`src/cpim_pkg.sv`:
```
`default_nettype none
// ----------------------------------------------------------------------------
// cpim_pkg
// shared widths, constants, register map and configuration type of the
// ccd pixel imperfection model
// ----------------------------------------------------------------------------
package cpim_pkg;

	localparam int PIX_W    = 14;
	localparam int REFL_W   = 16;
	localparam int SAMPLE_W = 16;
	localparam int REG_W    = 16;
	localparam int LINE_W   = 15;
	localparam int CFG_IDX_W = 4;

	// falloff path
	localparam int DIST_W   = 15;
	localparam int DSQ_W    = 2 * DIST_W;
	localparam int NUM_W    = REG_W + DSQ_W;
	localparam int DIV_BITS = 24;
	localparam int DIVW     = DSQ_W + DIV_BITS;
	localparam int FAC_W    = 25;

	// gain and offset path
	localparam int LR_W   = 2 * REG_W;
	localparam int GAIN_W = 18;
	localparam int OFS_W  = 18;
	localparam int SIG_W  = LR_W + GAIN_W - 16;

	localparam int UNITY_Q16 = 65536;
	localparam int DROP_CAP  = 1 << DIV_BITS;

	localparam logic signed [FAC_W-1:0] FAC_UNITY = FAC_W'(UNITY_Q16);
	localparam logic signed [FAC_W-1:0] FAC_FLOOR = FAC_W'(UNITY_Q16 - DROP_CAP);

	localparam logic [31:0] HASH_C1   = 32'd2654435761;
	localparam logic [31:0] HASH_C2   = 32'd2246822519;
	localparam logic [31:0] HASH_C3   = 32'd3266489917;
	localparam logic [31:0] SALT_GAIN = 32'h9E3779B9;
	localparam logic [31:0] SALT_DARK = 32'h85EBCA6B;

	// pipeline depth
	localparam int PAT_STAGES  = 6;
	localparam int FO_STAGES   = 4 + DIV_BITS + 1;
	localparam int PAT_LAG     = FO_STAGES - PAT_STAGES;
	localparam int MIX_STAGES  = 2;
	localparam int PIPE_STAGES = FO_STAGES + MIX_STAGES;

	typedef enum logic [CFG_IDX_W-1:0] {
		REG_GAIN_SPREAD     = 4'd0,
		REG_GAIN_EVEN_ODD   = 4'd1,
		REG_DARK_BASE       = 4'd2,
		REG_DARK_SPREAD     = 4'd3,
		REG_OFFSET_EVEN_ODD = 4'd4,
		REG_LAMP_FALLOFF    = 4'd5,
		REG_LAMP_LEVEL      = 4'd6,
		REG_LINE_PIXELS     = 4'd7
	} cpim_reg_t;

	typedef struct packed {
		logic [REG_W-1:0]  gain_spread;
		logic [REG_W-1:0]  gain_even_odd;
		logic [REG_W-1:0]  dark_base;
		logic [REG_W-1:0]  dark_spread;
		logic [REG_W-1:0]  offset_even_odd;
		logic [REG_W-1:0]  lamp_falloff;
		logic [REG_W-1:0]  lamp_level;
		logic [LINE_W-1:0] line_pixels;
	} cpim_cfg_t;

	localparam cpim_cfg_t CFG_RESET = '{
		gain_spread:     16'd0,
		gain_even_odd:   16'd0,
		dark_base:       16'd0,
		dark_spread:     16'd0,
		offset_even_odd: 16'd0,
		lamp_falloff:    16'd0,
		lamp_level:      16'd65535,
		line_pixels:     15'd1024
	};

endpackage
`default_nettype wire

```
`src/cpim_mix.sv`:
```
`default_nettype none
// ----------------------------------------------------------------------------
// cpim_mix
// applies the falloff factor to the lit level, adds the dark offset and
// saturates to the sample range
// ----------------------------------------------------------------------------
module cpim_mix
	import cpim_pkg::*;
#(
	parameter int unsigned SAMPLE_BITS = 16
)(
	input  logic                    clk,
	input  logic                    en,
	input  logic [SIG_W-1:0]        signal_level,
	input  logic [OFS_W-1:0]        offset,
	input  logic signed [FAC_W-1:0] factor,
	output logic [SAMPLE_W-1:0]     sample
);

	localparam int TOT_W = SIG_W + 1 + FAC_W;
	localparam int VAL_W = TOT_W - 32;
	localparam logic signed [VAL_W-1:0] SMAX = VAL_W'((1 << SAMPLE_BITS) - 1);

	logic signed [TOT_W-1:0] prod, total;
	logic signed [VAL_W-1:0] val;

	logic signed [TOT_W-1:0] prod_s1;
	logic [OFS_W-1:0] ofs_s1;
	logic [SAMPLE_W-1:0] sample_s2;

	assign prod  = $signed({1'b0, signal_level}) * factor;
	assign total = prod_s1 + $signed({{(TOT_W-OFS_W-32){1'b0}}, ofs_s1, 32'd0});
	assign val   = total[TOT_W-1:32];

	always_ff @(posedge clk) begin
		if (en) begin
			prod_s1 <= prod;
			ofs_s1  <= offset;
			if (val[VAL_W-1]) begin
				sample_s2 <= '0;
			end else if (val > SMAX) begin
				sample_s2 <= SMAX[SAMPLE_W-1:0];
			end else begin
				sample_s2 <= val[SAMPLE_W-1:0];
			end
		end
	end

	assign sample = sample_s2;

endmodule
`default_nettype wire

```
`config.mk`:
```
export PLATFORM = sky130hd
export DESIGN_NAME = cpim_mix
export DESIGN_NICKNAME = d
export VERILOG_FILES = /design/src/cpim_pkg.sv /design/src/cpim_mix.sv
export SDC_FILE = /design/constraint.sdc
export NUM_CORES = 2
export LEC_CHECK = 0
export BUFFER_PORTS_ARGS = -buffer_cell sky130_fd_sc_hd__buf_2
export CORE_AREA = 2 2 222 224
export CTS_CLUSTER_SIZE = 16
export DETAILED_ROUTE_END_ITERATION = 7
export DIE_AREA = 0 0 224 226
export GPL_TIMING_DRIVEN = 0
export PLACE_DENSITY = 0.76
export SYNTH_ARGS = -nofsm -noshare
export SYNTH_HDL_FRONTEND = slang
export SYNTH_SLANG_ARGS = --single-unit
```
`constraint.sdc`:
```
create_clock -name clk -period 9.57 [get_ports clk]
set_input_delay 1.4355 -clock clk [delete_from_list [all_inputs] [get_ports clk]]
set_output_delay 1.4355 -clock clk [all_outputs]
set_load 0.1 [all_outputs]
```
==> results.py <==
metrics = {
    "detailed_routing": {
        "dr.first_iter.drc_count": 2345,
        "drc": 0,
        "vias_per_cell": 5.837,
        "post_drt_wl_per_cell_um": 26.05,
        "ant_nets": 0,
        "vias": 23078,
        "dr.pass1.iters": 6,
        "routed_wl_um": 103000,
    },
    "sta": {
        "fmax_ghz": 0.1061,
        "setup_tns_ps": 0,
        "holdWs_ps": 724.0,
        "slew_violations": 0,
        "rsz0062_at_grt": "true",
        "finClkSkew_ps": 4.223,
        "period_needed_ps": 9422,
        "tightestPinTransition_ps": 1273,
        "setup_viol": 0,
        "slew-limit-headroom": 0.1513,
        "period_share": 0.9845,
        "hold_violations": 0,
    },
    "floorplan": {
        "rows": 81,
        "dieHeight_um": 226,
        "coreArea_mm2": 0.04834,
        "die_w_um": 224,
        "die_area_mm2": 0.05062,
        "initial_core_util": 0.6215,
        "ioPinCount": 95,
    },
    "placed_design": {
        "dp_cells": 3937,
        "io_buffers": 88,
        "hpwlAfterDp_um": 86820,
        "place.gp.congestion": 1.057,
    },
    "critical_path": {
        "crit_type": "primary input to flop",
        "worstPathRequired_ps": 9640,
        "r2r_start": "ofs_s1[0]",
        "worstPathArrival_ps": 9500,
        "critPathCaptureType": "flop",
        "startpoint_type": "primary input",
        "crit_start": "signal_level[6]",
        "cp_max_fo": 10,
    },
    "cts": {
        "cts-root-buf": "clkbuf_16",
        "clockBufferDepth": 2,
        "cts_setup_buffers": 0,
        "cts_buffers": 9,
        "clock_sinks": 62,
        "clk_pin_slew_ps": 50,
        "cts_max_level": 3,
        "tritoncts": "yes",
        "clk_latency_ps": 330,
    },
    "grt": {
        "grt_pass1_vias": 24879,
        "grt_pass1_wl_um": 154000,
        "antenna_found_initial": 14,
        "grt_max_degree": 63,
        "grt_usage": 0.4253,
        "gr-total-overflow": 0,
    },
    "logic_synthesis": {
        "synthSimpleGateAreaFrac": 0.1736,
        "synth_xor_area_frac": 0.01220,
        "synth_compound_area_frac": 0.04223,
        "synthAdderAreaFrac": 0.5904,
        "synth_cells": 3227,
        "syn_avg_cell_area_um2": 9.311,
        "synth.area.mux_share": 0.0006663,
        "async_flop_share": 0,
        "synth_top_family_by_area": "adder cells",
        "ys_seq_elements": 62,
        "ys_seq_area_frac": 0.06197,
        "synth-main-ff-cell": "edfxtp_1",
        "synth_cell_types": 68,
        "syn-num-nets": 4284,
        "synth_area_mm2": 0.03005,
        "synth_edf_count": 62,
        "synth-warning-count": 0,
    },
    "finish": {
        "mostFrequentLayoutCell": "inv_1",
        "area_delta_synth_final_pct": 5.226,
        "seq_area_mm2": 0.001862,
        "layout_common_cells": "inv_1, fa_1, and2_1, nand2_1, ha_1",
        "drive_gt1_frac": 0.05352,
        "fin_cells": 3954,
        "fin_nets": 4378,
        "nFillCells": 4031,
        "multi_input_area_mm2": 0.02464,
    },
    "status": {
        "status": "complete, no violations",
    },
    "worst_hold_path": {
        "min_from": "prod_s1[32]",
        "hold_path_class": "flop to flop",
    },
    "run": {
        "drv_cap": 0,
    },
}
==> Yosys cell counts (3+ instances only) <==
| cell type | n | area (um^2) |
|---|---|---|
| inv_1 | 789 | 2962 |
| fa_1 | 733 | 14670 |
| and2_1 | 442 | 2765 |
| nand2_1 | 410 | 1539 |
| ha_1 | 245 | 3065 |
| clkbuf_1 | 155 | 581.8 |
| a21oi_1 | 65 | 325.3 |
| edfxtp_1 | 62 | 1862 |
| nor2_1 | 33 | 123.9 |
| nor2b_1 | 32 | 200.2 |
| o21ai_0 | 25 | 125.1 |
| xor2_1 | 21 | 183.9 |
| a21o_1 | 20 | 150.1 |
| nand2b_1 | 19 | 118.9 |
| xnor2_1 | 19 | 166.4 |
| nand3_1 | 17 | 85.08 |
| and3_1 | 12 | 75.07 |
| a21oi_2 | 11 | 96.34 |
| a211oi_1 | 9 | 67.56 |
| nand4_1 | 8 | 50.05 |
| nor3_1 | 8 | 40.04 |
| o21ai_1 | 8 | 40.04 |
| o21bai_1 | 8 | 60.06 |
| a31oi_1 | 6 | 37.54 |
| and4_1 | 4 | 35.03 |
| o211ai_1 | 4 | 30.03 |
| or3_1 | 4 | 25.02 |
| a311oi_1 | 3 | 26.28 |
| buf_1 | 3 | 11.26 |
| nor3b_1 | 3 | 22.52 |
| o2111ai_1 | 3 | 26.28 |
==> critical path: stages <==
cell and delay [ps]:
buf_2 220, clkbuf_1 610, nand2_1 190, fa_1 580, inv_1 60, fa_1 610, fa_1 500, fa_1 630
fa_1 490, fa_1 530, inv_1 60, fa_1 480, inv_1 50, ha_1 290, o21ai_1 740, o211ai_1 210
a31oi_1 210, a21oi_1 170, o2111ai_1 510, a31oi_1 210, or3_1 410, a21oi_1 190, xnor2_1 80
==> per-layer routing <==
layer	global-route usage	up-vias	part of all wire
li1	-	9618	-
met1	0.5636	11557	0.38
met2	0.6320	1583	0.42
met3	0.1646	316	0.15
met4	0.1686	4	0.054
met5	0	-	0.00028
==> logic make-up after synthesis <==
logic type | after synthesis
AND/OR/NAND/NOR | 1007
XOR/XNOR | 41
AO/OA/AOI/OAI | 188
adder cells (fa/ha/maj) | 978
multiplexers | 2
flip-flops | 62
buffers and inverters | 949
==> through the flow <==
step,setup WS [ps],utilization,instance area (um^2)
after CTS,6.628,0.6529,31560
after floorplan,1694,-,30050
final,148.1,0.6540,31620
after global routing,-5.474,0.6538,31610
after detailed placement,-1081,0.6467,31260
after global placement,-985.8,0.6467,31260
==> final cells by class <==
cell class / count / share of cell area
antenna: 6 / 0.0004749
buffer: 155 / 0.02058
timing repair buffer: 88 / 0.01393
multi-input combinational: 2216 / 0.7794
tap: 622 / 0.02462
clock inverter: 7 / 0.001306
inverter: 789 / 0.09368
sequential: 62 / 0.05889
clock buffer: 9 / 0.007124
==> timing repair <==
action,4_1_cts,5_1_grt
setup endpoints to repair,24,13
hold buffers,0,0
endpoints found under the hold margin,0,0
resized for setup,34,33
==> state kept, by name (all words and copies together) (netlist names) <==
register and cells:
prod_s1 28, ofs_s1 18, sample 16
==> worst paths after layout <==
path,depth (start not counted),endpoint,slack [ps]
hold reg to reg,3,sample[0],720
hold / removal,3,sample[0],720
setup reg to reg,12,sample[13],6000
setup / recovery,23,prod_s1[44],150
Power is left out: the tool's default activity adds up to more than one toggle a clock period on the data nets, which glitch-free logic cannot reach.
